## src/rtl/tspg_pkg.sv

```systemverilog
// Shared widths, scene geometry and colors for the test scene pixel generator.
// No dependencies; used by tspg_grad_div, test_scene_pixel_generator_top and the testbench.
package tspg_pkg;

    // Coordinate and register width (coordinates are bounded by 4096).
    localparam int COORD_W   = 12;
    localparam int CFG_IDX_W = 1;

    // Gradient divider: dividend is 40*y, quotient is below 40 for in-frame pixels.
    localparam int GRAD_SCALE = 40;
    localparam int REM_W      = 18;
    localparam int QUOT_W     = 6;

    // Bar width w/6 by reciprocal: (w * 2731) >> 14 is exact for 12-bit w.
    localparam int RECIP6    = 2731;
    localparam int RECIP_SH  = 14;
    localparam int PROD_W    = 2 * COORD_W;
    localparam int BW_W      = 10;
    localparam int MUL_W     = COORD_W + 1;
    localparam int NUM_BARS  = 6;
    localparam int BAR_IDX_W = 3;

    // Panel geometry.
    localparam int PANEL_W    = 300;
    localparam int PANEL_H    = 180;
    localparam int PANEL_TOP  = 260;
    localparam int PANEL_EDGE = 3;
    localparam int LEFT_W     = 11;

    // Checkerboard and bar rows.
    localparam int CHK_TOP  = 110;
    localparam int CHK_BOT  = 210;
    localparam int BAR_TOP  = 20;
    localparam int BAR_BOT  = 80;

    // Register indexes.
    localparam logic [CFG_IDX_W-1:0] REG_FRAME_WIDTH  = 1'b0;
    localparam logic [CFG_IDX_W-1:0] REG_FRAME_HEIGHT = 1'b1;

    localparam logic [COORD_W-1:0] RST_FRAME_WIDTH  = 12'd640;
    localparam logic [COORD_W-1:0] RST_FRAME_HEIGHT = 12'd480;

    // Colors (ARGB).
    localparam logic [7:0]  ALPHA_OPAQUE = 8'hff;
    localparam logic [31:0] COL_BORDER   = 32'hff78b4ff;
    localparam logic [31:0] COL_INTERIOR = 32'hff181c28;
    localparam logic [31:0] COL_CHK_LITE = 32'hff3c3c46;
    localparam logic [31:0] COL_CHK_DARK = 32'hff1e1e26;
    localparam logic [7:0]  GRAD_RED     = 8'd8;
    localparam logic [7:0]  GRAD_GREEN   = 8'd12;
    localparam logic [7:0]  GRAD_BLUE0   = 8'd56;

    // Per-pixel layer decisions carried down the pipeline.
    typedef struct packed {
        logic                 in_frame;
        logic                 panel;
        logic                 edge_px;
        logic                 chk;
        logic                 chk_lite;
        logic                 bar_hit;
        logic [BAR_IDX_W-1:0] bar_idx;
    } t_layers;

    function automatic logic [31:0] bar_color(input logic [BAR_IDX_W-1:0] idx);
        logic [31:0] c;
        case (idx)
            3'd0:    c = 32'hffdc3c3c;
            3'd1:    c = 32'hffdc9628;
            3'd2:    c = 32'hffdcdc3c;
            3'd3:    c = 32'hff3cc85a;
            3'd4:    c = 32'hff3c78dc;
            3'd5:    c = 32'hff9650d2;
            default: c = 32'h0;
        endcase
        return c;
    endfunction

endpackage

```

## src/rtl/tspg_grad_div.sv

```systemverilog
// Pipelined restoring divider for the gradient term (40*y)/h, two quotient
// bits per stage. Depends on tspg_pkg.
module tspg_grad_div import tspg_pkg::*; (
    input  logic               i_clk,
    input  logic               i_en,
    input  logic [REM_W-1:0]   i_dividend,
    input  logic [COORD_W-1:0] i_divisor,
    output logic [QUOT_W-1:0]  o_quot
);

    localparam int STEPS      = 2;
    localparam int NUM_STAGES = QUOT_W / STEPS;

    logic [REM_W-1:0]  r_rem  [NUM_STAGES];
    logic [QUOT_W-1:0] r_quot [NUM_STAGES];

    for (genvar s = 0; s < NUM_STAGES; s++) begin : g_stage
        logic [REM_W-1:0]  w_src_rem;
        logic [QUOT_W-1:0] w_src_quot;
        logic [REM_W-1:0]  n_rem;
        logic [QUOT_W-1:0] n_quot;

        if (s == 0) begin : g_first
            assign w_src_rem  = i_dividend;
            assign w_src_quot = '0;
        end else begin : g_next
            assign w_src_rem  = r_rem[s-1];
            assign w_src_quot = r_quot[s-1];
        end

        // Subtract the shifted divisor where it fits, most significant bit first.
        always_comb begin
            logic [REM_W-1:0] d;
            int k;
            n_rem  = w_src_rem;
            n_quot = w_src_quot;
            for (int j = 0; j < STEPS; j++) begin
                k = QUOT_W - 1 - s * STEPS - j;
                d = REM_W'(i_divisor) << k;
                if (n_rem >= d) begin
                    n_rem     = n_rem - d;
                    n_quot[k] = 1'b1;
                end
            end
        end

        always_ff @(posedge i_clk) begin
            if (i_en) begin
                r_rem[s]  <= n_rem;
                r_quot[s] <= n_quot;
            end
        end
    end

    assign o_quot = r_quot[NUM_STAGES-1];

endmodule

```

## config.mk

```make
export PLATFORM = sky130hd
export DESIGN_NAME = tspg_grad_div
export DESIGN_NICKNAME = d
export VERILOG_FILES = /design/src/rtl/tspg_pkg.sv /design/src/rtl/tspg_grad_div.sv
export SDC_FILE = /design/constraint.sdc
export NUM_CORES = 1
export LEC_CHECK = 0
export BUFFER_PORTS_ARGS = -buffer_cell sky130_fd_sc_hd__buf_2
export CAP_MARGIN = 20
export CORE_MARGIN = 2
export CORE_UTILIZATION = 40
export CTS_CLUSTER_SIZE = 14
export DETAILED_ROUTE_END_ITERATION = 7
export RECOVER_POWER = 100
export SKIP_LAST_GASP = 1
export SLEW_MARGIN = 20
export SYNTH_ARGS = -nofsm -noshare
export SYNTH_HDL_FRONTEND = slang
export SYNTH_SLANG_ARGS = --single-unit
```

## constraint.sdc

```tcl
create_clock -name i_clk -period 5.15 [get_ports i_clk]
set_input_delay 0 -clock i_clk [delete_from_list [all_inputs] [get_ports i_clk]]
set_output_delay 0 -clock i_clk [all_outputs]
set_load 0.01 [all_outputs]
```

After elaboration in Yosys (flattened, before gate mapping)
Memories as Yosys holds them, arrays and structs flattened.
Cells that the tools add are included.

cells by class
  $add $sub $neg = 6
  $lt $le $gt $ge = 6
  mux-type cells = 14

operator list
  kind              number
  $mux W18          6
  $ge A18 B12 Y1    1
  $ge A18 B13 Y1    1
  $ge A18 B14 Y1    1
  $ge A18 B15 Y1    1
  $ge A18 B16 Y1    1
  $ge A18 B17 Y1    1
  $sub A18 B12 Y18  1
  $sub A18 B13 Y18  1
  $sub A18 B14 Y18  1
  $sub A18 B15 Y18  1
  $sub A18 B16 Y18  1
  $sub A18 B17 Y18  1
  $mux W1           8

word-level totals
  register bits = 0
  bits in writable memories = 72
  input bits = 32
  output and inout port bits = 6
  word-level logic and storage cells = 28
  memories = 2

memory list
  name    words  width  read ports  clocked after Yosys merged registers in  write ports  RTL line             source
  r_rem   3      18     2           0                                        3            tspg_grad_div.sv:14  logic [REM_W-1:0] r_rem [NUM_STAGES];
  r_quot  3      6      3           0                                        3            tspg_grad_div.sv:15  logic [QUOT_W-1:0] r_quot [NUM_STAGES];

Depth between registers and ports, before layout
Gate-level depths: netlist (run 1).
An unclocked memory read counts as a cell.

  word-level depth = 5
  gate-level depth with buffers = 23
  mapped depth without buffers = 19

Worst setup path after synthesis (run 1)
No wires, ideal clock.

  path type = reg2reg
  from = mem r_rem[0][4]
  to = mem r_rem[1][8] (netlist: r_rem[0][26]) (data pin)
  library setup time = 0.260 ns
  data arrival time = 4.523 ns
  required time = 4.890 ns
  path slack = 0.367 ns
  cell stages (with the launch flop) = 21
  buffers on the path = 3
  period minus slack after synthesis = 4.783 ns
  path through = edfxtp_1 ha_1 nor2b_4 o2111a_1 nor3_4 nor3_2 nor2_1 clkbuf_1 clkbuf_1 nand2_1 o21ai_0 ha_1 a21o_1 a21o_1 a21oi_1 o21ai_0 a221o_1 nor2_1 nor4b_4 buf_6 mux2_4

RTL lines
  what         RTL line
  from (decl)  tspg_grad_div.sv:14

==> report_table.html, run 1 <==
<table>
<tr><th>Metric</th><th>Value</th></tr>
<tr><th colspan="2">Route</th></tr>
<tr><td>Detailed-routing iteration count for the pre-antenna-repair pass</td><td>5</td></tr>
<tr><td>Drc violations</td><td>0</td></tr>
<tr><td>Remaining number of nets flagged by the antenna check after routing</td><td>0</td></tr>
<tr><td>Average detailed-routed wire length per instance</td><td>15.31 um</td></tr>
<tr><td>Total via count after detailed routing</td><td>4690</td></tr>
<tr><td>Avg Vias per Cell</td><td>5.537</td></tr>
<tr><td>Wirelength, routed</td><td>12.97 mm</td></tr>
<tr><td>Number of design-rule violations left by the first detailed-router iteration</td><td>roughly 210</td></tr>
<tr><th colspan="2">Yosys</th></tr>
<tr><td>Flop and latch count out of synthesis</td><td>48</td></tr>
<tr><td>Cell type with the highest aggregate area in the netlist</td><td>sky130_fd_sc_hd__edfxtp_1</td></tr>
<tr><td>Summed instance area of the synthesized netlist</td><td>5530 sq um</td></tr>
<tr><td>Register area share after synthesis</td><td>a little over a quarter</td></tr>
<tr><td>Net Count, Synth</td><td>just over 700</td></tr>
<tr><td>Most used DFF post-synth</td><td>sky130_fd_sc_hd__edfxtp_1</td></tr>
<tr><td>Synth async-reset ratio</td><td>0%</td></tr>
<tr><td>Fraction of synthesized cell area taken by the top area cell type</td><td>26.06%</td></tr>
<tr><td>Cells taking the most area after synthesis</td><td>sky130_fd_sc_hd__edfxtp_1 26%, sky130_fd_sc_hd__ha_1 16%, sky130_fd_sc_hd__a21oi_1 5.1%</td></tr>
<tr><td>Unique masters post-synth</td><td>63</td></tr>
<tr><td>Post-Synthesis Mean Instance Area</td><td>between 9 and 10 sq um</td></tr>
<tr><td>Instance count of the mapped netlist</td><td>602</td></tr>
<tr><td>Number of flops mapped to enable cells by yosys</td><td>48</td></tr>
<tr><td>Yosys warning count</td><td>0</td></tr>
<tr><th colspan="2">Setup path</th></tr>
<tr><td>Worst endpoint required time</td><td>5.19 ns</td></tr>
<tr><td>Library cell contributing the largest single delay on the critical path</td><td>sky130_fd_sc_hd__o41ai_2</td></tr>
<tr><td>Cell chain of the critical path</td><td>ha_1, and2_1, nand4_1, o41ai_2, nor2_2, buf_4, mux2_1, ha_1, a21oi_1, o211ai_1, nor2_1, o21ai_1, a221o_1, nor2_1, nor4b_4, buf_6, mux2_1</td></tr>
<tr><td>Setup CP Type</td><td>reg2reg</td></tr>
<tr><td>Delay of the slowest cell on the worst path</td><td>~0.43 ns</td></tr>
<tr><td>Critical path startpoint category</td><td>flop</td></tr>
<tr><td>Peak fanout along the critical path</td><td>11</td></tr>
<tr><td>Worst Path Arrival</td><td>approximately 5 ns</td></tr>
<tr><td>Worst Setup End Kind</td><td>flop</td></tr>
<tr><th colspan="2">Pwr</th></tr>
<tr><td>Pwr dens</td><td>521.8 nW/um^2</td></tr>
<tr><td>Leakage power total</td><td>0.002643 uW</td></tr>
<tr><td>Maximum vdd drop</td><td>0.0001985 V</td></tr>
<tr><td>Final total power</td><td>3313 uW</td></tr>
<tr><th colspan="2">Global routing</th></tr>
<tr><td>Number of antenna violations at the first check in global routing</td><td>0</td></tr>
<tr><td>Remaining global-route overflow</td><td>0</td></tr>
<tr><td>Largest net degree at the start of global routing</td><td>49</td></tr>
<tr><td>First-pass GRT wire length</td><td>21.56 mm</td></tr>
<tr><td>Global Route Usage Sum</td><td>18.06%</td></tr>
<tr><td>Vias in the first global route</td><td>4683</td></tr>
<tr><th colspan="2">Run status</th></tr>
<tr><td>Outcome</td><td>complete, but fails checks</td></tr>
<tr><td>Violations in the final reports</td><td>max-capacitance violations, max-slew violations</td></tr>
<tr><th colspan="2">STA</th></tr>
<tr><td>Slew at the pin closest to its max-slew limit</td><td>2.499 ns</td></tr>
<tr><td>Min Tclk post-route</td><td>4.920 ns</td></tr>
<tr><td>Slew margin rel.</td><td>-66.61%</td></tr>
<tr><td>Share of the clock period used by the worst path</td><td>95.53%</td></tr>
<tr><td>Peak Freq</td><td>203.3 MHz</td></tr>
<tr><td>Final max-slew violation count</td><td>49</td></tr>
<tr><td>Fin. Hold Viols</td><td>0</td></tr>
<tr><td>Worst Clk Skew</td><td>between 0.004 and 0.005 ns</td></tr>
<tr><td>Total of endpoints with negative setup slack in the final report</td><td>0</td></tr>
<tr><th colspan="2">Die</th></tr>
<tr><td>Area of the placeable core</td><td>13350 sq um</td></tr>
<tr><td>Die outline area</td><td>14780 sq um</td></tr>
<tr><td>Placement row count</td><td>42</td></tr>
<tr><td>Height of the chip</td><td>121.6 um</td></tr>
<tr><td>Top-level port count</td><td>38</td></tr>
<tr><td>Initial standard-cell utilization of the core</td><td>41.43%</td></tr>
<tr><td>Horiz. Die Dim</td><td>between 100 and 150 um</td></tr>
<tr><th colspan="2">CTS</th></tr>
<tr><td>CTS H-tree depth</td><td>2</td></tr>
<tr><td>Clock Root Buffer</td><td>sky130_fd_sc_hd__clkbuf_16</td></tr>
<tr><td>TritonCTS buffer count</td><td>5</td></tr>
<tr><td>Clk_lat worst skew</td><td>about 0.29 ns</td></tr>
<tr><td>Maximum buffer depth of the clock tree</td><td>2</td></tr>
<tr><td>Total clock sinks</td><td>48</td></tr>
<tr><td>Register clock-pin slew on the reported worst setup and hold paths</td><td>0.06 ns</td></tr>
<tr><td>Clock tree from TritonCTS</td><td>built</td></tr>
<tr><th colspan="2">Flow run</th></tr>
<tr><td>Max-cap violation count</td><td>1</td></tr>
<tr><th colspan="2">Placed design</th></tr>
<tr><td>Port Buffer Count</td><td>37</td></tr>
<tr><td>Total placed instance area</td><td>roughly 6100 sq um</td></tr>
<tr><td>DPL Wire Length</td><td>between 10 and 15 mm</td></tr>
<tr><td>Final RePlAce weighted congestion</td><td>0.9154</td></tr>
<tr><th colspan="2">Layout</th></tr>
<tr><td># nets final</td><td>779</td></tr>
<tr><td>Diodes inserted</td><td>0</td></tr>
<tr><td>FILL cells</td><td>1282</td></tr>
<tr><td>Post-route cell area</td><td>6350 sq um</td></tr>
<tr><td>Area of combinational cells with multiple inputs</td><td>3918 sq um</td></tr>
<tr><td>Syn-to-layout area delta</td><td>14.82%</td></tr>
<tr><td>Area taken by flip-flops and latches</td><td>1441 sq um</td></tr>
<tr><td>Ratio of cells with drive above 1 in the final layout</td><td>17.14%</td></tr>
<tr><th colspan="2">Min path</th></tr>
<tr><td>Worst min-delay path class</td><td>in2reg</td></tr>
</table>
## logic make-up (layout without fill, tap and decap cells)
logic type | count (synthesis) | after routing | synth area share (%)
AND/OR/NAND/NOR | 174 | 174 | 16.76
XOR/XNOR | 48 | 48 | 7.602
multiplexers | 36 | 36 | 8.145
buffers and inverters | 49 | 118 | 3.755
AO/OA/AOI/OAI | 170 | 170 | 19.57
adder cells (fa/ha/maj) | 77 | 77 | 18.10
flip-flops | 48 | 48 | 26.06
## stage by stage
step | worst slack [ns] | std cells | hold WS, ns | TNS [ns] | util, %
after detailed placement | -0.08119 | 828 | 0.1910 | -0.6215 | 45.51
after floorplan | 0.3670 | 602 | 0.09887 | 0 | -
after CTS | 0.03670 | 840 | 0.1348 | 0 | 47.13
after global routing | -0.02489 | 847 | 0.1737 | -0.1592 | 47.57
after global placement | 0.04384 | 828 | 0.1890 | 0 | 45.51
final | 0.2302 | 847 | 0.1544 | 0 | 47.57
## power breakdown
part	total [uW]	internal, uW	switching (uW)
logic	2250	1090	1160
clock network	366	228	138
registers	697	628	69.7
## path summary, 6_finish.rpt
path / startpoint / to / slack [ns] / depth (start not counted)
worst max-delay path: r_rem[0][12]$_DFFE_PP_ / r_rem[0][30]$_DFFE_PP_ / 0.23 / 17
worst min-delay path: i_dividend[4] / r_rem[0][4]$_DFFE_PP_ / 0.15 / 3
worst max register to register: r_rem[0][12]$_DFFE_PP_ / r_rem[0][30]$_DFFE_PP_ / 0.23 / 17
worst min register to register: r_quot[0][8]$_DFFE_PP_ / r_quot[0][14]$_DFFE_PP_ / 0.42 / 0
## cell usage after synthesis, types with 15 or more instances
cell type                  instances
sky130_fd_sc_hd__nand2_1          26
sky130_fd_sc_hd__edfxtp_1         48
sky130_fd_sc_hd__xnor2_1          25
sky130_fd_sc_hd__a21oi_1          56
sky130_fd_sc_hd__mux2_2           20
sky130_fd_sc_hd__nor3_1           15
sky130_fd_sc_hd__xor2_1           23
sky130_fd_sc_hd__a21o_1           16
sky130_fd_sc_hd__nor2_1           51
sky130_fd_sc_hd__inv_1            38
sky130_fd_sc_hd__ha_1             72
sky130_fd_sc_hd__o21ai_0          34
## cells in the final DEF (no fill, tap or decap), types with 10 or more instances in the layout
master	instances
sky130_fd_sc_hd__nand3_1	14
sky130_fd_sc_hd__buf_2	28
sky130_fd_sc_hd__inv_1	38
sky130_fd_sc_hd__edfxtp_1	48
sky130_fd_sc_hd__nor2_1	50
sky130_fd_sc_hd__mux2_2	19
sky130_fd_sc_hd__a21oi_1	54
sky130_fd_sc_hd__ha_1	70
sky130_fd_sc_hd__a21o_1	16
sky130_fd_sc_hd__nand4_1	11
sky130_fd_sc_hd__nor3_1	13
sky130_fd_sc_hd__o21a_1	10
sky130_fd_sc_hd__nand2_1	26
sky130_fd_sc_hd__xnor2_1	25
sky130_fd_sc_hd__o21ai_0	32
sky130_fd_sc_hd__buf_4	27
sky130_fd_sc_hd__xor2_1	23
## sequential cells by signal, summed over array words and instances, names as in the netlist
register  cells
r_quot       12
r_rem        36
## worst max-delay path, delay by kind of cell (launching register included)
| kind | cells | cell delay, ns |
|---|---|---|
| compound gates | 5 | 1.36 |
| fa+ha+maj | 2 | 0.70 |
| buf+inv | 2 | 0.38 |
| flops | 1 | 0.42 |
| mux | 2 | 0.69 |
| simple gates | 6 | 1.11 |
## final cells by class
type	instances	share of cell area (%)
multi-input cells	505	61.69
repair buffers	71	7.251
well taps	176	3.468
inverters	39	2.305
clock buffers	6	2.030
clock inverters	2	0.5517
flip-flops and latches	48	22.70
## routing by layer
layer  up-vias  global-route usage, %  part of all wire (%)
met1      2191                  23.69                    47
met4         0                  6.034                   1.3
met2        87                  31.39                    49
met5         -                      0                     0
met3        10                  1.592                   3.1
li1       2402                      -                     -
## what timing repair did
action	in CTS	in global routing
gates cloned	0	1
resized for setup	2	15
hold buffers	4	0
setup endpoints to repair	11	29
pin swaps	0	7
buffers inserted	0	6
endpoints found under the hold margin	4	0
No activity file was read; power rests on OpenSTA's default activity.
==> run 2: changes to the inputs <==
CORE_MARGIN = 1.5   (was 2)
SLEW_MARGIN = 25   (was 20)
TNS_END_PERCENT = 10   (was default)
==> report_table.html, run 2 (synthesis results as in run 1) <==
<table>
<tr><th>Metric</th><th>Value</th></tr>
<tr><th colspan="2">Pwr</th></tr>
<tr><td>Leakage power total</td><td>0.002653 uW (was 0.002643 uW)</td></tr>
<tr><td>Final total power</td><td>3329 uW (was 3313 uW)</td></tr>
<tr><td>Pwr dens</td><td>525.7 nW/um^2 (was 521.8 nW/um^2)</td></tr>
<tr><td>Maximum vdd drop</td><td>0.0001982 V (was 0.0001985 V)</td></tr>
<tr><th colspan="2">Die</th></tr>
<tr><td>Placement row count</td><td>42 (unchanged)</td></tr>
<tr><td>Horiz. Die Dim</td><td>120.6 um (was 121.6 um)</td></tr>
<tr><td>Height of the chip</td><td>120.6 um (was 121.6 um)</td></tr>
<tr><td>Area of the placeable core</td><td>13350 sq um (unchanged)</td></tr>
<tr><td>Die outline area</td><td>14540 sq um (was 14780 sq um)</td></tr>
<tr><td>Top-level port count</td><td>38 (unchanged)</td></tr>
<tr><td>Initial standard-cell utilization of the core</td><td>41.43% (unchanged)</td></tr>
<tr><th colspan="2">Route</th></tr>
<tr><td>Drc violations</td><td>0 (unchanged)</td></tr>
<tr><td>Remaining number of nets flagged by the antenna check after routing</td><td>0 (unchanged)</td></tr>
<tr><td>Wirelength, routed</td><td>12.77 mm (was 12.97 mm)</td></tr>
<tr><td>Number of design-rule violations left by the first detailed-router iteration</td><td>169 (was 209)</td></tr>
<tr><td>Avg Vias per Cell</td><td>5.567 (was 5.537)</td></tr>
<tr><td>Average detailed-routed wire length per instance</td><td>15.14 um (was 15.31 um)</td></tr>
<tr><td>Total via count after detailed routing</td><td>4693 (was 4690)</td></tr>
<tr><td>Detailed-routing iteration count for the pre-antenna-repair pass</td><td>4 (was 5)</td></tr>
<tr><th colspan="2">STA</th></tr>
<tr><td>Total negative slack</td><td>0 ns (unchanged)</td></tr>
<tr><td>Slew at the pin closest to its max-slew limit</td><td>2.515 ns (was 2.499 ns)</td></tr>
<tr><td>Share of the clock period used by the worst path</td><td>94.48% (was 95.53%)</td></tr>
<tr><td>Min Tclk post-route</td><td>4.866 ns (was 4.920 ns)</td></tr>
<tr><td>Slew margin rel.</td><td>-67.65% (was -66.61%)</td></tr>
<tr><td>Unrepaired setup endpoints after global routing</td><td>true</td></tr>
<tr><td>Total of endpoints with negative setup slack in the final report</td><td>0 (unchanged)</td></tr>
<tr><td>Final max-slew violation count</td><td>49 (unchanged)</td></tr>
<tr><td>Worst Clk Skew</td><td>0.005902 ns (was 0.004808 ns)</td></tr>
<tr><td>Peak Freq</td><td>205.5 MHz (was 203.3 MHz)</td></tr>
<tr><td>Fin. Hold Viols</td><td>0 (unchanged)</td></tr>
<tr><th colspan="2">Global routing</th></tr>
<tr><td>Largest net degree at the start of global routing</td><td>49 (unchanged)</td></tr>
<tr><td>First-pass GRT wire length</td><td>21.41 mm (was 21.56 mm)</td></tr>
<tr><td>Vias in the first global route</td><td>4657 (was 4683)</td></tr>
<tr><td>Number of antenna violations at the first check in global routing</td><td>0 (unchanged)</td></tr>
<tr><td>Global Route Usage Sum</td><td>18.25% (was 18.06%)</td></tr>
<tr><td>Remaining global-route overflow</td><td>0 (unchanged)</td></tr>
<tr><th colspan="2">Setup path</th></tr>
<tr><td>Library cell contributing the largest single delay on the critical path</td><td>sky130_fd_sc_hd__edfxtp_1 (was sky130_fd_sc_hd__o41ai_2)</td></tr>
<tr><td>Critical path startpoint category</td><td>flop (unchanged)</td></tr>
<tr><td>Worst Path Arrival</td><td>4.91 ns (was 4.96 ns)</td></tr>
<tr><td>Worst endpoint required time</td><td>5.19 ns (about the same)</td></tr>
<tr><td>Setup CP Type</td><td>reg2reg (unchanged)</td></tr>
<tr><td>Peak fanout along the critical path</td><td>13 (was 11)</td></tr>
<tr><td>Worst Setup End Kind</td><td>flop (unchanged)</td></tr>
<tr><td>Delay of the slowest cell on the worst path</td><td>0.39 ns (was 0.43 ns)</td></tr>
<tr><td>Cell chain of the critical path</td><td>ha_1, a21o_1, o2bb2ai_1, nor3_2, o41ai_4, nor2_2, buf_4, mux2_2, ha_1, a21oi_1, o211ai_1, nor2_1, o21ai_1, a221o_1, nor2_1, nor4b_4, buf_6, mux2_2 (was ha_1, and2_1, nand4_1, o41ai_2, nor2_2, buf_4, mux2_1, ha_1, a21oi_1, o211ai_1, nor2_1, o21ai_1, a221o_1, nor2_1, nor4b_4, buf_6, mux2_1)</td></tr>
<tr><th colspan="2">Run status</th></tr>
<tr><td>Violations in the final reports</td><td>max-capacitance violations, max-slew violations (unchanged)</td></tr>
<tr><td>Outcome</td><td>complete, but fails checks (unchanged)</td></tr>
<tr><th colspan="2">Layout</th></tr>
<tr><td>Max reg flops</td><td>36 (unchanged)</td></tr>
<tr><td>Diodes inserted</td><td>0 (unchanged)</td></tr>
<tr><td>Highest-count cells in the layout ignoring fill and taps</td><td>71 x sky130_fd_sc_hd__ha_1, 55 x sky130_fd_sc_hd__a21oi_1, 50 x sky130_fd_sc_hd__nor2_1 (was 70 x sky130_fd_sc_hd__ha_1, 54 x sky130_fd_sc_hd__a21oi_1, 50 x sky130_fd_sc_hd__nor2_1)</td></tr>
<tr><td>Layout Utilization</td><td>47.43% (was 47.57%)</td></tr>
<tr><td>FILL cells</td><td>1271 (was 1282)</td></tr>
<tr><td>Syn-to-layout area delta</td><td>14.48% (was 14.82%)</td></tr>
<tr><td>Ratio of cells with drive above 1 in the final layout</td><td>17.69% (was 17.14%)</td></tr>
<tr><td>Most common cell after layout, fill and taps aside</td><td>sky130_fd_sc_hd__ha_1 (unchanged)</td></tr>
<tr><td># nets final</td><td>775 (was 779)</td></tr>
<tr><td>Register ranked first by flip-flop count</td><td>r_rem (unchanged)</td></tr>
<tr><td>Regs by FF count</td><td>r_rem: 36 flops, r_quot: 12 flops (unchanged)</td></tr>
<tr><th colspan="2">Placed design</th></tr>
<tr><td>Port Buffer Count</td><td>37 (unchanged)</td></tr>
<tr><td>Final RePlAce weighted congestion</td><td>0.9091 (was 0.9154)</td></tr>
<tr><td>DPL Wire Length</td><td>10.44 mm (was 10.53 mm)</td></tr>
<tr><th colspan="2">CTS</th></tr>
<tr><td>Clk_lat worst skew</td><td>0.30 ns (was 0.29 ns)</td></tr>
<tr><td>TritonCTS buffer count</td><td>5 (unchanged)</td></tr>
<tr><td>Clock Root Buffer</td><td>sky130_fd_sc_hd__clkbuf_16 (unchanged)</td></tr>
<tr><td>Maximum buffer depth of the clock tree</td><td>2 (unchanged)</td></tr>
<tr><td>Clock tree from TritonCTS</td><td>built (unchanged)</td></tr>
<tr><td>CTS H-tree depth</td><td>2 (unchanged)</td></tr>
<tr><td>Total clock sinks</td><td>48 (unchanged)</td></tr>
<tr><td>Register clock-pin slew on the reported worst setup and hold paths</td><td>0.06 ns (about the same)</td></tr>
<tr><th colspan="2">Min path</th></tr>
<tr><td>Worst min-delay path class</td><td>in2reg (unchanged)</td></tr>
<tr><th colspan="2">Flow run</th></tr>
<tr><td>Max-cap violation count</td><td>1 (unchanged)</td></tr>
</table>
## run 2: report_power, final
part | switching [uW] | internal [uW]
clock network | 138 | 228
registers | 66.3 | 628
logic | 1150 | 1120
total | 1350 | 1980
## run 2: through the flow
stage	cell area (sq um)	setup WS [ns]	cells	hold slack, ns
final	6331	0.2840	843	0.1399
after global routing	6331	-0.03687	843	0.1564
after floorplan	5530	0.3670	602	0.09887
after global placement	6067	0.1056	827	0.1897
after CTS	6275	0.03635	839	0.1296
after detailed placement	6067	0.03297	827	0.1907
## run 2: worst max-delay path: cells and delay by family, from the launching register on
family                   cells  cell delay, ns
AO/OA/AOI/OAI                7            1.47
AND/OR/NAND/NOR              5            0.98
multiplexers                 2            0.71
adder cells (fa/ha/maj)      2            0.65
buffers and inverters        2            0.40
flip-flops                   1            0.39
## run 2: layer usage
metal	vias up	track usage (%)	routed length, um
met4	0	7.353	391
met1	2194	23.02	5945
met2	89	31.92	6049
li1	2385	-	-
met3	25	1.840	379
met5	-	0	0
## run 2: final timing paths
kind,slack [ns],cells past startpoint,endpoint,from
worst max register to register,0.28,18,r_rem[0][22]$_DFFE_PP_,r_rem[0][13]$_DFFE_PP_
worst min-delay path,0.14,3,r_rem[0][4]$_DFFE_PP_,i_dividend[4]
worst min register to register,0.42,0,r_quot[0][14]$_DFFE_PP_,r_quot[0][8]$_DFFE_PP_
worst max-delay path,0.28,18,r_rem[0][22]$_DFFE_PP_,r_rem[0][13]$_DFFE_PP_
## run 2: repair_timing
item,in CTS,in global routing
pin swaps,0,3
hold endpoints to repair,4,0
hold buffers,4,0
setup buffers,0,4
endpoints found under the setup margin,1,30
resized for setup,1,10
## run 2: area by class of cell
type	count	area (sq um)	share of cell area [%]
Multi-Input combinational cell	505	3931	62.09
Sequential cell	48	1441	22.77
Timing Repair Buffer	67	427.9	6.759
Tap cell	176	220.2	3.478
Inverter	39	146.4	2.312
Clock buffer	6	128.9	2.036
Clock inverter	2	35.03	0.5534
